File: src/hw/rtl/isq_pkg.sv
// Package with the shared types and constants of the indexed shift queue.
`default_nettype none
package isq_pkg;

  localparam int DepthDefault     = 16;
  localparam int DataWidthDefault = 8;
  localparam int LimitW           = 5;
  localparam int LimitReset       = 16;
  localparam int PosMaxW          = 8;
  localparam int ApbDataW         = 32;
  localparam int ApbAddrW         = 3;

  typedef enum logic [1:0] {
    OP_PUSH   = 2'd0,
    OP_POP    = 2'd1,
    OP_REMOVE = 2'd2,
    OP_READ   = 2'd3
  } isq_op_t;

  typedef enum logic [1:0] {
    ST_OK    = 2'd0,
    ST_FULL  = 2'd1,
    ST_EMPTY = 2'd2,
    ST_RANGE = 2'd3
  } isq_status_t;

  typedef enum logic [0:0] {
    REG_LIMIT = 1'b0
  } isq_reg_t;

  // Command broadcast to every cell of the chain.
  typedef struct packed {
    logic               push;
    logic               take;
    logic [PosMaxW-1:0] wr_pos;
    logic [PosMaxW-1:0] take_pos;
    logic [PosMaxW-1:0] rd_pos;
  } isq_cmd_t;

endpackage
`default_nettype wire

File: src/hw/rtl/isq_req_if.sv
// Request channel interface carrying one queue operation.
`default_nettype none
interface isq_req_if #(
  parameter int DATA_WIDTH = isq_pkg::DataWidthDefault,
  parameter int POS_W      = 4
);
  logic                  valid;
  logic                  ready;
  logic [1:0]            opcode;
  logic [DATA_WIDTH-1:0] push_value;
  logic [POS_W-1:0]      position;

  modport source (output valid, output opcode, output push_value, output position,
                  input ready);
  modport sink (input valid, input opcode, input push_value, input position,
                output ready);
endinterface
`default_nettype wire

File: src/hw/rtl/isq_rsp_if.sv
// Response channel interface carrying the result of one queue operation.
`default_nettype none
interface isq_rsp_if #(
  parameter int DATA_WIDTH = isq_pkg::DataWidthDefault,
  parameter int CNT_W      = 5
);
  logic                  valid;
  logic                  ready;
  logic [DATA_WIDTH-1:0] data_out;
  logic [1:0]            status;
  logic [CNT_W-1:0]      occupancy;
  logic                  is_empty;
  logic                  is_full;

  modport source (output valid, output data_out, output status, output occupancy,
                  output is_empty, output is_full, input ready);
  modport sink (input valid, input data_out, input status, input occupancy,
                input is_empty, input is_full, output ready);
endinterface
`default_nettype wire

File: src/hw/rtl/indexed_shift_queue_core.sv
// Top level of the indexed shift queue: request decode, cell chain and result register.
`default_nettype none
// The queue holds up to DEPTH words in a chain of cells, position 0 at the head.
// Each request is push, pop front, remove at a position or read at a position, and
// gives exactly one response with the word, a status, the occupancy and the empty and
// full flags. A request is accepted in every cycle in which the response register is
// free or being emptied, and its response appears in the next cycle, so the
// block sustains one request per cycle while responses are taken; all cells load or
// shift in the same edge. The limit register (address 0) caps the number of entries a
// push may fill, resets to 16; it should be written only while no request is in flight.
module indexed_shift_queue_core #(
  parameter int DEPTH      = isq_pkg::DepthDefault,
  parameter int DATA_WIDTH = isq_pkg::DataWidthDefault
) (
  input  wire logic                           clk,
  input  wire logic                           rst,
  isq_req_if.sink                             req,
  isq_rsp_if.source                           rsp,
  input  wire logic                           psel,
  input  wire logic                           penable,
  input  wire logic                           pwrite,
  input  wire logic [isq_pkg::ApbAddrW-1:0]   paddr,
  input  wire logic [isq_pkg::ApbDataW-1:0]   pwdata,
  output logic      [isq_pkg::ApbDataW-1:0]   prdata,
  output logic                                pready
);

  localparam int POS_W = (DEPTH > 1) ? $clog2(DEPTH) : 1;
  localparam int CNT_W = $clog2(DEPTH + 1);
  localparam int CMP_W = (CNT_W > isq_pkg::LimitW) ? CNT_W : isq_pkg::LimitW;
  localparam logic [CMP_W-1:0] DepthC = CMP_W'(DEPTH);

  logic [isq_pkg::LimitW-1:0] limit;
  logic [CNT_W-1:0]           count;
  logic [CNT_W-1:0]           count_next;

  logic                  rsp_valid;
  logic [DATA_WIDTH-1:0] rsp_data;
  logic [1:0]            rsp_status;
  logic [CNT_W-1:0]      rsp_occupancy;
  logic                  rsp_is_empty;
  logic                  rsp_is_full;

  logic                  accept;
  logic                  cfg_write;
  isq_pkg::isq_op_t      op;
  isq_pkg::isq_status_t  status;
  logic [CMP_W-1:0]      eff_limit;
  logic [CMP_W-1:0]      count_x;
  logic [CMP_W-1:0]      count_next_x;
  logic                  pos_bad;
  logic                  push_ok;
  logic                  take_ok;
  logic                  read_ok;
  logic [POS_W-1:0]      rd_pos;
  logic [DATA_WIDTH-1:0] read_word;
  isq_pkg::isq_cmd_t     cmd;

  logic [DATA_WIDTH-1:0] chain [DEPTH+1];
  logic [DATA_WIDTH-1:0] hits  [DEPTH];

  // Configuration port.
  assign pready    = 1'b1;
  assign cfg_write = psel && penable && pwrite;

  always_ff @(posedge clk) begin
    if (rst) begin
      limit <= isq_pkg::LimitW'(isq_pkg::LimitReset);
    end else if (cfg_write && (paddr[2] == isq_pkg::REG_LIMIT)) begin
      limit <= pwdata[isq_pkg::LimitW-1:0];
    end
  end

  assign prdata = (paddr[2] == isq_pkg::REG_LIMIT) ?
                  isq_pkg::ApbDataW'(limit) : '0;

  // Request decode.
  assign req.ready = !rsp_valid || rsp.ready;
  assign accept    = req.valid && req.ready;
  assign op        = isq_pkg::isq_op_t'(req.opcode);

  assign eff_limit = (CMP_W'(limit) > DepthC) ? DepthC : CMP_W'(limit);
  assign count_x   = CMP_W'(count);
  assign pos_bad   = CNT_W'(req.position) >= count;

  always_comb begin
    push_ok    = 1'b0;
    take_ok    = 1'b0;
    read_ok    = 1'b0;
    rd_pos     = req.position;
    status     = isq_pkg::ST_OK;
    count_next = count;
    unique case (op)
      isq_pkg::OP_PUSH: begin
        if (count_x >= eff_limit) begin
          status = isq_pkg::ST_FULL;
        end else begin
          push_ok    = 1'b1;
          count_next = count + CNT_W'(1);
        end
      end
      isq_pkg::OP_POP: begin
        rd_pos = '0;
        if (count == '0) begin
          status = isq_pkg::ST_EMPTY;
        end else begin
          take_ok    = 1'b1;
          count_next = count - CNT_W'(1);
        end
      end
      isq_pkg::OP_REMOVE: begin
        if (count == '0) begin
          status = isq_pkg::ST_EMPTY;
        end else if (pos_bad) begin
          status = isq_pkg::ST_RANGE;
        end else begin
          take_ok    = 1'b1;
          count_next = count - CNT_W'(1);
        end
      end
      isq_pkg::OP_READ: begin
        if (count == '0) begin
          status = isq_pkg::ST_EMPTY;
        end else if (pos_bad) begin
          status = isq_pkg::ST_RANGE;
        end else begin
          read_ok = 1'b1;
        end
      end
      default: begin
        status = isq_pkg::ST_OK;
      end
    endcase
  end

  assign count_next_x = CMP_W'(count_next);

  assign cmd.push     = accept && push_ok;
  assign cmd.take     = accept && take_ok;
  assign cmd.wr_pos   = isq_pkg::PosMaxW'(count);
  assign cmd.take_pos = isq_pkg::PosMaxW'(rd_pos);
  assign cmd.rd_pos   = isq_pkg::PosMaxW'(rd_pos);

  // Cell chain; the slot past the last cell feeds zeros.
  assign chain[DEPTH] = '0;

  for (genvar i = 0; i < DEPTH; i++) begin : g_cell
    isq_cell #(
      .DATA_WIDTH(DATA_WIDTH),
      .INDEX     (i)
    ) u_cell (
      .clk       (clk),
      .cmd       (cmd),
      .push_value(req.push_value),
      .next_data (chain[i+1]),
      .word      (chain[i]),
      .hit_data  (hits[i])
    );
  end

  always_comb begin
    read_word = '0;
    for (int i = 0; i < DEPTH; i++) begin
      read_word = read_word | hits[i];
    end
  end

  always_ff @(posedge clk) begin
    if (rst) begin
      count <= '0;
    end else if (accept) begin
      count <= count_next;
    end
  end

  // Response register.
  always_ff @(posedge clk) begin
    if (rst) begin
      rsp_valid <= 1'b0;
    end else if (accept) begin
      rsp_valid <= 1'b1;
    end else if (rsp.ready) begin
      rsp_valid <= 1'b0;
    end
  end

  always_ff @(posedge clk) begin
    if (accept) begin
      rsp_data      <= (take_ok || read_ok) ? read_word : '0;
      rsp_status    <= status;
      rsp_occupancy <= count_next;
      rsp_is_empty  <= (count_next == '0);
      rsp_is_full   <= (count_next_x >= eff_limit);
    end
  end

  assign rsp.valid     = rsp_valid;
  assign rsp.data_out  = rsp_data;
  assign rsp.status    = rsp_status;
  assign rsp.occupancy = rsp_occupancy;
  assign rsp.is_empty  = rsp_is_empty;
  assign rsp.is_full   = rsp_is_full;

  // The stored count never passes the number of cells.
  a_count_bound: assert property (@(posedge clk) disable iff (rst)
    CMP_W'(count) <= DepthC)
    else $error("queue count exceeds depth");

  // Every accepted request leaves a response behind it.
  a_rsp_follows: assert property (@(posedge clk) disable iff (rst)
    accept |=> rsp_valid)
    else $error("accepted request produced no response");

  // A read leaves the queue unchanged.
  a_read_keeps: assert property (@(posedge clk) disable iff (rst)
    (accept && (op == isq_pkg::OP_READ)) |=> (count == $past(count)))
    else $error("read changed the queue count");

  // A refused request returns a zero word.
  a_refused_zero: assert property (@(posedge clk) disable iff (rst)
    (rsp_valid && (rsp_status != isq_pkg::ST_OK)) |-> (rsp_data == '0))
    else $error("refused request returned data");

endmodule
`default_nettype wire

File: src/hw/rtl/isq_cell.sv
// One storage cell of the queue chain: holds a word, loads, or takes its neighbor's word.
`default_nettype none
module isq_cell #(
  parameter int DATA_WIDTH = isq_pkg::DataWidthDefault,
  parameter int INDEX      = 0
) (
  input  wire logic                  clk,
  input  wire isq_pkg::isq_cmd_t     cmd,
  input  wire logic [DATA_WIDTH-1:0] push_value,
  input  wire logic [DATA_WIDTH-1:0] next_data,
  output logic      [DATA_WIDTH-1:0] word,
  output logic      [DATA_WIDTH-1:0] hit_data
);

  localparam logic [isq_pkg::PosMaxW-1:0] MyPos = isq_pkg::PosMaxW'(INDEX);

  logic load_hit;
  logic shift_hit;

  assign load_hit  = cmd.push && (cmd.wr_pos == MyPos);
  assign shift_hit = cmd.take && (MyPos >= cmd.take_pos);

  always_ff @(posedge clk) begin
    if (load_hit) begin
      word <= push_value;
    end else if (shift_hit) begin
      word <= next_data;
    end
  end

  assign hit_data = (cmd.rd_pos == MyPos) ? word : '0;

endmodule
`default_nettype wire
File: src/flat_wrapper.sv
// flat-port wrapper written by rule: the top's interface ports become plain ports
module indexed_shift_queue_core_flat 
#(
  parameter int DEPTH      = isq_pkg::DepthDefault,
  parameter int DATA_WIDTH = isq_pkg::DataWidthDefault
)
  (clk, rst, psel, penable, pwrite, paddr, pwdata, prdata, pready, req_valid, req_opcode, req_push_value, req_position, req_ready, rsp_valid, rsp_data_out, rsp_status, rsp_occupancy, rsp_is_empty, rsp_is_full, rsp_ready);
  isq_req_if #(.DATA_WIDTH(DATA_WIDTH)) req_i ();
  isq_rsp_if #(.DATA_WIDTH(DATA_WIDTH)) rsp_i ();
  input  wire logic clk;
  input  wire logic rst;
  input  wire logic psel;
  input  wire logic penable;
  input  wire logic pwrite;
  input  wire logic [isq_pkg::ApbAddrW-1:0] paddr;
  input  wire logic [isq_pkg::ApbDataW-1:0] pwdata;
  output logic      [isq_pkg::ApbDataW-1:0] prdata;
  output logic pready;
  input wire logic [$bits(req_i.valid)-1:0] req_valid;
  input wire logic [$bits(req_i.opcode)-1:0] req_opcode;
  input wire logic [$bits(req_i.push_value)-1:0] req_push_value;
  input wire logic [$bits(req_i.position)-1:0] req_position;
  output wire logic [$bits(req_i.ready)-1:0] req_ready;
  output wire logic [$bits(rsp_i.valid)-1:0] rsp_valid;
  output wire logic [$bits(rsp_i.data_out)-1:0] rsp_data_out;
  output wire logic [$bits(rsp_i.status)-1:0] rsp_status;
  output wire logic [$bits(rsp_i.occupancy)-1:0] rsp_occupancy;
  output wire logic [$bits(rsp_i.is_empty)-1:0] rsp_is_empty;
  output wire logic [$bits(rsp_i.is_full)-1:0] rsp_is_full;
  input wire logic [$bits(rsp_i.ready)-1:0] rsp_ready;
  assign req_i.valid = req_valid;
  assign req_i.opcode = req_opcode;
  assign req_i.push_value = req_push_value;
  assign req_i.position = req_position;
  assign req_ready = req_i.ready;
  assign rsp_valid = rsp_i.valid;
  assign rsp_data_out = rsp_i.data_out;
  assign rsp_status = rsp_i.status;
  assign rsp_occupancy = rsp_i.occupancy;
  assign rsp_is_empty = rsp_i.is_empty;
  assign rsp_is_full = rsp_i.is_full;
  assign rsp_i.ready = rsp_ready;
  indexed_shift_queue_core #(.DEPTH(DEPTH), .DATA_WIDTH(DATA_WIDTH)) u_core (.clk(clk), .rst(rst), .req(req_i), .rsp(rsp_i), .psel(psel), .penable(penable), .pwrite(pwrite), .paddr(paddr), .pwdata(pwdata), .prdata(prdata), .pready(pready));
endmodule
File: config.mk
export PLATFORM = sky130hd
export DESIGN_NAME = indexed_shift_queue_core_flat
export DESIGN_NICKNAME = d
export VERILOG_FILES = /design/src/hw/rtl/isq_pkg.sv /design/src/hw/rtl/isq_req_if.sv /design/src/hw/rtl/isq_rsp_if.sv /design/src/hw/rtl/indexed_shift_queue_core.sv /design/src/hw/rtl/isq_cell.sv /design/src/flat_wrapper.sv
export SDC_FILE = /design/constraint.sdc
export NUM_CORES = 1
export LEC_CHECK = 0
export BUFFER_PORTS_ARGS = -buffer_cell sky130_fd_sc_hd__buf_2
export CAP_MARGIN = 5
export CELL_PAD_IN_SITES_DETAIL_PLACEMENT = 1
export CELL_PAD_IN_SITES_GLOBAL_PLACEMENT = 1
export CORE_UTILIZATION = 40
export CTS_BUF_LIST = sky130_fd_sc_hd__clkbuf_8
export DETAILED_ROUTE_END_ITERATION = 10
export GPL_TIMING_DRIVEN = 0
export HOLD_SLACK_MARGIN = 0.12
export PLACE_DENSITY_LB_ADDON = 0.1
export SLEW_MARGIN = 10
export SYNTH_ARGS = -nofsm -noshare
export SYNTH_HDL_FRONTEND = slang
export SYNTH_SLANG_ARGS = --single-unit
File: constraint.sdc
create_clock -name clk -period 5.35 [get_ports clk]
set_clock_uncertainty 0.1 [all_clocks]
set_input_delay 0.8025 -clock clk [delete_from_list [all_inputs] [get_ports clk]]
set_output_delay 0.8025 -clock clk [all_outputs]
set_load 0.005 [all_outputs]
# Word-level counts from Yosys, hierarchy flattened
# Cells that the tools add are included.
# totals
regBits	156
latchBits	0
ramBits	0
romBits	0
input_bits	56
out_inout_bits	52
elab_cells	229
n_memories	0
# classes
addsub	2
n_mul	0
n_div	0
order_cmp	20
n_eq_ne	33
shifts	0
n_mux	70
bitwise_logic	16
reduce_logical	64
# ops
cell	count
$mux W8	48
$or A8 B8 Y8	15
$eq A5 B4 Y1 const B	8
$logic_and A1 B1 Y1	38
$reduce_bool A2 Y1	17
$eq A4 B4 Y1 const B	8
$ge A4 B4 Y1 const A	8
$mux W5	6
$eq A5 B3 Y1 const B	4
$eq A4 B3 Y1 const B	4
$ge A3 B4 Y1 const A	4
$logic_not A8 Y1	2
$pmux W5 S3	1
$eq A5 B2 Y1 const B	2
$ge A5 B5 Y1	2
$logic_not A5 Y1	2
$mux W1	9
$eq A4 B2 Y1 const B	2
$ge A1 B4 Y1 const A	2
$ge A2 B4 Y1 const A	2
$mux W2	3
$pmux W2 S3	1
$add A5 B1 Y5 const B	1
$eq A5 B1 Y1 const B	1
other kinds (13)	15

# Logic depth before layout (Yosys ltp)
# Gate-level depths: netlist of run 1.
# logic_depth
ltp_word	19
ltp_mapped	14

# By module
# Synthesis of run 1 repeated with hierarchy kept, for this count alone.
# hier_totals
hier_cells	804
hier_area_um2	10033.4
# by_module_without_submodules
mod	instances	cells_per_inst	area_per_inst_um2	seq_area_each_um2
indexed_shift_queue_core	1	261	2379.8	730.7
isq_cell at u_core.g_cell[6].u_cell ...	2	34	484.2	240.2
isq_cell at u_core.g_cell[10].u_cell	1	35	490.5	240.2
isq_cell at u_core.g_cell[2].u_cell	1	35	486.7	240.2
isq_cell at u_core.g_cell[3].u_cell	1	33	486.7	240.2
isq_cell at u_core.g_cell[5].u_cell	1	34	486.7	240.2
isq_cell at u_core.g_cell[1].u_cell	1	35	484.2	240.2
isq_cell at u_core.g_cell[14].u_cell	1	34	480.5	240.2
isq_cell at u_core.g_cell[13].u_cell	1	34	479.2	240.2
isq_cell at u_core.g_cell[4].u_cell	1	34	476.7	240.2
isq_cell at u_core.g_cell[8].u_cell	1	34	475.5	240.2
isq_cell at u_core.g_cell[11].u_cell	1	34	474.2	240.2
isq_cell at u_core.g_cell[7].u_cell	1	33	473.0	240.2
isq_cell at u_core.g_cell[15].u_cell	1	33	469.2	240.2
2 more rows	--	--	--	--

# Worst setup path before layout of run 1
# OpenSTA, ideal clock, no wires.
# synth_timing
path_type	input-to-reg
start	input port req_position[0]
end	register u_core.rsp_is_full, in the netlist u_core.rsp.is_full, data pin
setup_ns	0.254
t_arrival_ns	3.756
setup_slack_ns	1.240
path_stages	14
path_buffers	1
cell_sequence	buf_2 > inv_2 > ha_1 > nand2b_4 > a2111oi_4 > nor4_1 > a2111o_1 > mux2i_2 > ha_1 > nand2b_1 > a21o_1 > a21o_1 > maj3_2 > a21o_1
# synth_between
elab_chain_cells	5
# synth_rtl
item	line	source
start, declared	flat_wrapper.sv:22	input wire logic [$bits(req_i.position)-1:0] req_position;
$ge A4 B5 Y1	indexed_shift_queue_core.sv:84	assign pos_bad = CNT_W'(req.position) >= count;
$mux W5	indexed_shift_queue_core.sv:114	end else if (pos_bad) begin
$mux W5	indexed_shift_queue_core.sv:112	if (count == '0) begin
$pmux W5 S3	indexed_shift_queue_core.sv:93	unique case (op)
$ge A5 B5 Y1	indexed_shift_queue_core.sv:193	rsp_is_full <= (count_next_x >= eff_limit);
end signal, assigned	indexed_shift_queue_core.sv:193	
end, declared	indexed_shift_queue_core.sv:42	logic rsp_is_full;
# No other way between the ends.
# A chain may end at the register's enable or synchronous reset.

# Final worst setup path of run 1
# layout_timing
start	register u_core.count[0]
end	register u_core.g_cell[11].u_cell.word[7], enable pin
# layout_between
elab_chain_cells	7
elab_cells_between_ends	15
# layout_rtl
item	line	source
start, declared	indexed_shift_queue_core.sv:34	logic [CNT_W-1:0] count;
start signal, assigned	indexed_shift_queue_core.sv:172	count <= count_next;
$ge A4 B5 Y1	indexed_shift_queue_core.sv:84	
$mux W1	indexed_shift_queue_core.sv:114	
$mux W1	--	
$pmux W1 S2	indexed_shift_queue_core.sv:93	
$logic_and A1 B1 Y1	indexed_shift_queue_core.sv:139	assign cmd.take = accept && take_ok;
$logic_and A1 B1 Y1	isq_cell.sv:21	assign shift_hit = cmd.take && (MyPos >= cmd.take_pos);
$reduce_bool A2 Y1 (no source line) *	--	
end signal, assigned	isq_cell.sv:25	word <= push_value;
end signal, assigned	isq_cell.sv:27	word <= next_data;
end, declared	isq_cell.sv:11	output logic [DATA_WIDTH-1:0] word,
# Mark *: on every way between the ends. The rest lies on a longest branch, timed or not.

==> results of run 1 <==
sequential cells by signal, indices dropped and copies added (netlist names), 2 cells and up:
name	count
u_core.rsp.status	2
u_core.rsp.occupancy	5
u_core.rsp.data_out	8
u_core.limit	5
u_core.g_cell.u_cell.word	128
u_core.count	5
logic make-up after synthesis:
| kind of cell | after synthesis |
|---|---|
| DFF | 156 |
| muxes | 126 |
| AOI/OAI and AO/OA | 131 |
| buffers and inverters | 77 |
| xor gates and xnor gates | 3 |
| adders and majority gates | 24 |
| and+or+nand+nor | 157 |
| other | 2 |
layer usage:
metal,GRT usage,vias to the layer above
met4,0.107,0
met1,0.383,3325
met3,0.0525,69
met2,0.442,335
met5,0,-
li1,-,2764
power groups by stage:
stage	Sequential (uW)	Combinational, uW	Clock [uW]
after floorplan	1400	214	0
after global placement	1410	320	0
after detailed placement	1410	334	0
after CTS	1380	335	903
after global routing	1380	367	943
final	1380	340	895
path summary, 6_finish.rpt:
path / to / cells past startpoint / start / slack (ps)
hold reg to reg: u_core.limit[0]$_SDFFE_PP0P_ / 2 / u_core.limit[0]$_SDFFE_PP0P_ / 430
setup reg to reg: u_core.g_cell[11].u_cell.word[7]$_DFFE_PP_ / 8 / u_core.count[0]$_SDFFE_PP0P_ / 1120
setup / recovery: u_core.g_cell[11].u_cell.word[7]$_DFFE_PP_ / 8 / u_core.count[0]$_SDFFE_PP0P_ / 1120
hold / removal: u_core.count[3]$_SDFFE_PP0P_ / 2 / rst / 400
cell usage in the layout (no fill, tap or decap), drive strengths merged, types with 11 or more instances in the layout:
master,instances
a22oi,26
nor2,42
inv,26
and3,14
a221oi,17
a21oi,12
dfxtp,11
buf,97
nor3,11
clkbuf,32
mux2,120
edfxtp,145
a22o,14
nand2,40
conb,28
ha,23
o21ai,19
per-stage QoR:
stage / total power, uW / hold slack, ps / setup slack, ps / instances / utilization
2_1_floorplan: 1620 / 370 / 1240 / 702 / -
3_3_place_gp: 1730 / 402 / 275 / 1026 / 0.442
3_5_place_dp: 1740 / 422 / 784 / 1033 / 0.446
4_1_cts: 2620 / 382 / 1290 / 1064 / 0.464
5_1_grt: 2690 / 387 / 1070 / 1064 / 0.464
6_report: 2620 / 399 / 1120 / 1064 / 0.464
final cells by class:
cell class                 instances  area [um^2]  share of cell area
multi-input combinational        469         3720               0.382
tap                              275          344              0.0353
inverter                          21         78.8             0.00809
sequential                       156         4570               0.469
buffer                            56          342              0.0350
clock inverter                    14          144              0.0148
timing repair buffer              56          305              0.0313
clock buffer                      17          234              0.0240
==> results.py, run 1 <==
metrics = {
    "synth": {
        "synth_mux_area_frac": 0.165,
        "synth_seq_cells": 156,
        "synth_area_um2": 8600,
        "synth_edf_count": 145,
        "syn_inst": 676,
        "yosysSeqAreaShare": 0.532,
        "ys_warn_count": 0,
        "async_flop_share": 0,
        "synth_top_family_by_area": "multiplexers",
        "synth_ff_type": "edfxtp_1",
        "synth_top_area_frac": 0.506,
        "synthSimpleGateAreaFrac": 0.0985,
        "synth.largest_area_cell": "edfxtp_1",
        "synth_area_per_cell_um2": 12.7,
        "synthMostInstantiatedCell": "edfxtp_1",
        "synthXorXnorAreaFrac": 0.00306,
        "synthAdderAreaFrac": 0.0348,
        "synth_area_leaders": "edfxtp_1, mux2_2, ha_1",
        "synth_compound_area_frac": 0.117,
        "synth_cell_types": 65,
        "yosys-top-cells-count": "edfxtp_1, mux2_2, nor2_1",
    },
    "power_and_ir_drop": {
        "ir_drop_mv": 0.146,
        "p_comb_frac": 0.130,
        "p_leak_uw": 0.00361,
        "pwr-share-seq": 0.528,
        "netSwitchingPower_uw": 714,
        "pwr-share-clk": 0.342,
        "p_per_area_nw_per_um2": 268,
        "netSwitchingFraction": 0.273,
        "internal-power_uw": 1900,
    },
    "critical_path": {
        "crit_family": "simple AND/OR/NAND/NOR gates",
        "slowest_stage": "nand2_1",
        "crit_arrival_ps": 4220,
        "crit_chain": "inv_1 > ha_1 > nand2b_1 > a31oi_1 > o21a_1 > buf_2 > nand4_1 > nand2_1",
        "end_kind": "flop",
        "cp-start-kind": "flop",
        "critPathMaxStageDelay_ps": 1010,
        "worst-path-max-fanout": 9,
        "crit_type": "flop to flop",
        "crit_required_ps": 5340,
        "critPathBufInv": 2,
    },
    "clock_tree": {
        "ctsResizeCount": 0,
        "htreeDepth": 4,
        "clk_path_buf_depth": 2,
        "clock_sinks": 156,
        "insertion_delay_ps": 460,
        "cts_root_buf": "clkbuf_8",
        "cts_setup_buffers": 0,
        "clk_pin_slew_worst_paths_ps": 90,
        "hold_buffers": 0,
        "tritoncts": "done",
        "numCtsBuffers": 17,
    },
    "timing": {
        "worst_slew_pin_slew_ps": 1460,
        "fmax_mhz": 237,
        "tns_ps": 0,
        "min_period_over_period": 0.790,
        "slew_violations": 0,
        "finalSetupViolCount": 0,
        "min_period_ps": 4230,
        "rsz0062_at_grt": "no",
        "slew_headroom": 0.0290,
        "hold_viol": 0,
    },
    "finish": {
        "finalNetCount": 856,
        "syn_to_final_growth_pct": 13.4,
        "drive_gt1_frac": 0.347,
        "nFillCells": 2227,
        "diodes": 0,
        "design_area_um2": 9750,
    },
    "drt": {
        "first_pass_iters": 6,
        "avgRoutedWirePerCell_um": 28.2,
        "drc": 0,
        "drtIter0Drc": 720,
        "ant_nets": 0,
        "avgViaCountPerCell": 6.10,
        "route.met2.wl_mm": 13.7,
        "num_vias": 6493,
        "wl_met3_mm": 2.35,
        "finalWirelength_mm": 30.0,
        "top_layer": "met4",
        "met1_length_mm": 12.9,
    },
    "placement": {
        "io_buffers": 49,
        "hpwl_mm": 20.5,
        "placed_area_um2": 9370,
        "place_congestion": 0.896,
    },
    "job": {
        "maxCapViolCount": 0,
    },
    "floorplan": {
        "die_x_um": 149,
        "die_area_um2": 22100,
        "std_cell_rows": 53,
        "dieHeight_um": 149,
        "core_um2": 21000,
        "start_util": 0.409,
        "io_pins": 108,
    },
    "global_route": {
        "grt_use_total": 0.281,
        "antenna_found_initial": 0,
        "grt_pass1_wl_mm": 43.8,
        "grt_max_degree": 24,
        "grt.overflow.total": 0,
        "first_global_vias": 6519,
    },
    "hold_path": {
        "hp-class": "input port to flop",
    },
    "run_status": {
        "status": "completed",
    },
}
(Power assumes the default switching activity.)
==> run 2: changes to the inputs <==
--- a/config.mk
+++ b/config.mk
@@ -5,6 +5,7 @@
 export SDC_FILE = /design/constraint.sdc
 export NUM_CORES = 1
 export LEC_CHECK = 0
+export ABC_AREA = 1
 export BUFFER_PORTS_ARGS = -buffer_cell sky130_fd_sc_hd__buf_2
 export CAP_MARGIN = 5
 export CELL_PAD_IN_SITES_DETAIL_PLACEMENT = 1
==> constraint.sdc (replaced) <==
create_clock -name clk -period 3.87 [get_ports clk]
set_clock_uncertainty 0.1 [all_clocks]
set_input_delay 0.5805 -clock clk [delete_from_list [all_inputs] [get_ports clk]]
set_output_delay 0.5805 -clock clk [all_outputs]
set_load 0.005 [all_outputs]
==> run 2 against run 1 <==
Non-clock buffer count is 7 lower. Register-to-register slack worse by 1000 ps. Combinational power is 46% higher. Maximum frequency is 13% higher. Sequential power is 41% higher. Setup slack worse by 1000 ps. Via count is 11% higher. Die area is 0.91% lower. Design area is 1.5% lower. Cell count is 27% higher.
==> results.py, run 2 <==
metrics = {
    "critical_path": {
        "r2r-start": "u_core.count[3]$_SDFFE_PP0P_",
        "reg2reg_slack_ps": 130,
        "cp-startpoint": "u_core.count[3]$_SDFFE_PP0P_",
        "end_kind": "flop",
        "crit_end": "u_core.g_cell[11].u_cell.word[4]$_DFFE_PP_",
        "r2r-end": "u_core.g_cell[11].u_cell.word[4]$_DFFE_PP_",
        "crit_arrival_ps": 3740,
        "crit_required_ps": 3870,
        "crit_type": "flop to flop",
        "worst-path-max-fanout": 8,
        "cp-start-kind": "flop",
        "r2r.worst_path.cells": 12,
    },
    "clock_tree": {
        "clk_pin_slew_worst_paths_ps": 90,
        "numCtsBuffers": 17,
        "hold_buffers": 0,
        "insertion_delay_ps": 480,
        "tritoncts": "done",
        "clock_sinks": 156,
        "cts_root_buf": "clkbuf_8",
        "clk_path_buf_depth": 2,
        "htreeDepth": 4,
    },
    "drt": {
        "finalWirelength_mm": 28.7,
        "drc": 0,
        "avgRoutedWirePerCell_um": 21.2,
        "num_vias": 7207,
        "drtIter0Drc": 577,
        "first_pass_iters": 5,
        "ant_nets": 0,
        "avgViaCountPerCell": 5.31,
    },
    "finish": {
        "finalNetCount": 1147,
        "layout_common_cells": "nand2_1, edfxtp_1, o21ai_0",
        "final_common_cell": "nand2_1",
        "diodes": 0,
        "nFillCells": 2551,
        "drive_gt1_frac": 0.126,
        "syn_to_final_growth_pct": 12.7,
        "regMostFlops": "u_core.g_cell.u_cell.word",
        "regArea_um2": 4570,
        "design_area_um2": 9600,
        "largest_reg_flops": 128,
        "multi_input_area_um2": 3360,
    },
    "synth": {
        "synth_top_area_frac": 0.511,
        "ys_warn_count": 0,
        "synth_cell_types": 38,
        "synth_area_um2": 8520,
        "async_flop_share": 0,
        "yosys-top-cells-count": "nand2_1, edfxtp_1, o21ai_0",
        "yosysSeqAreaShare": 0.537,
        "synth_seq_cells": 156,
        "syn_inst": 972,
        "synthMostInstantiatedCell": "nand2_1",
        "synth_area_leaders": "edfxtp_1, nand2_1, o21ai_0",
        "synth_area_per_cell_um2": 8.76,
        "synth_edf_count": 145,
        "synth.largest_area_cell": "edfxtp_1",
        "synth_ff_type": "edfxtp_1",
    },
    "global_route": {
        "antenna_found_initial": 0,
        "grt_pass1_wl_mm": 43.1,
        "grt_max_degree": 26,
        "grt.overflow.total": 0,
        "grt_use_total": 0.273,
        "first_global_vias": 7182,
    },
    "floorplan": {
        "die_area_um2": 21900,
        "core_um2": 21000,
        "dieHeight_um": 148,
        "die_x_um": 148,
        "io_pins": 108,
        "std_cell_rows": 53,
        "start_util": 0.406,
    },
    "placement": {
        "placed_area_um2": 9210,
        "io_buffers": 50,
        "pre_cts_ws_ps": -169,
        "place_congestion": 0.942,
        "hpwl_mm": 21.6,
    },
    "timing": {
        "finalSetupViolCount": 0,
        "rsz0062_at_grt": "no",
        "fmax_mhz": 267,
        "slew_headroom": 0.363,
        "slew_violations": 0,
        "layout_setup_ws_ps": 127,
        "min_period_ps": 3740,
        "hold_viol": 0,
        "worst_slew_pin_slew_ps": 949,
        "tns_ps": 0,
        "min_period_over_period": 0.967,
    },
    "job": {
        "maxCapViolCount": 0,
    },
    "hold_path": {
        "hp-class": "input port to flop",
    },
    "power_and_ir_drop": {
        "p_per_area_nw_per_um2": 380,
        "ir_drop_mv": 0.200,
        "p_total_uw": 3650,
        "p_leak_uw": 0.00425,
    },
    "run_status": {
        "status": "completed",
    },
}
## run 2: cell types whose count changed in the layout (fill, tap and decap cells not counted), sizes merged, moves of 13 or more
cell	before	now
a22oi	26	0
mux2	120	0
a221oi	17	0
nand2	40	322
o21ai	19	146
and3	14	1
inv	26	95
nor2	42	72
nand3	6	35
## run 2: kinds of logic (layout without fill, tap and decap cells)
kind of cell,after synthesis,count (layout),share of synthesized area
AOI/OAI and AO/OA,187,187,0.119
xor gates and xnor gates,4,4,0.00411
adders and majority gates,23,23,0.0338
buffers and inverters,144,227,0.0815
DFF,156,156,0.537
other,2,28,0.000882
and+or+nand+nor,456,456,0.223
## run 2: report_power, final
part           internal (uW)  total, uW  switching (uW)
sequential              1900       1940            33.3
combinational            153        497             344
clock                    560       1220             657
## run 2: area by class of cell
class / instances / area share
flip-flops and latches: 156 / 0.477
multi-input cells: 698 / 0.350
plain buffers: 54 / 0.0369
well taps: 275 / 0.0358
inverters: 90 / 0.0355
repair buffers: 51 / 0.0269
clock buffers: 17 / 0.0244
clock inverters: 15 / 0.0139
## run 2: metal layers
layer / up-vias / share of wire / GRT usage / wire length [um]
li1: 3408 / - / - / -
met1: 3506 / 0.43 / 0.347 / 12400
met2: 234 / 0.47 / 0.451 / 13500
met3: 59 / 0.060 / 0.0546 / 1710
met4: 0 / 0.037 / 0.119 / 1070
met5: - / 0 / 0 / 0
## run 2: per-stage QoR
stage | hold slack, ps | util | std cells
after floorplan | 344 | - | 998
after global placement | 368 | 0.440 | 1323
after detailed placement | 377 | 0.440 | 1323
after CTS | 156 | 0.457 | 1355
after global routing | 170 | 0.458 | 1356
final | 177 | 0.458 | 1356
## run 2: worst max-delay path, cell delays in order (launching register included)
cell and delay [ps]:
dfxtp_1 350, buf_2 240, inv_1 200, ha_1 330, inv_1 60, nor2_1 60, a21boi_1 190, nand3_1 170
nand2_1 170, nand2_1 90, nor2_2 350, inv_1 270, o21ai_1 800
## run 2: timing repair
item / CTS / global route
pin swaps: 0 / 1
gates cloned: 0 / 0
buffers inserted: 0 / 1
setup endpoints to repair: 32 / 24
resized for setup: 4 / 2
## run 2: worst min path at each step
stage                                             from                       endpoint  depth (start not counted)
after floorplan           u_core.limit[1]$_SDFFE_PP0P_   u_core.limit[1]$_SDFFE_PP0P_                          2
after CTS                                          rst  u_core.rsp.valid$_SDFFE_PP0P_                          2
final                                              rst  u_core.rsp.valid$_SDFFE_PP0P_                          2
after global placement    u_core.limit[1]$_SDFFE_PP0P_   u_core.limit[1]$_SDFFE_PP0P_                          2
after global routing                               rst  u_core.rsp.valid$_SDFFE_PP0P_                          2
after detailed placement  u_core.limit[0]$_SDFFE_PP0P_   u_core.limit[0]$_SDFFE_PP0P_                          2
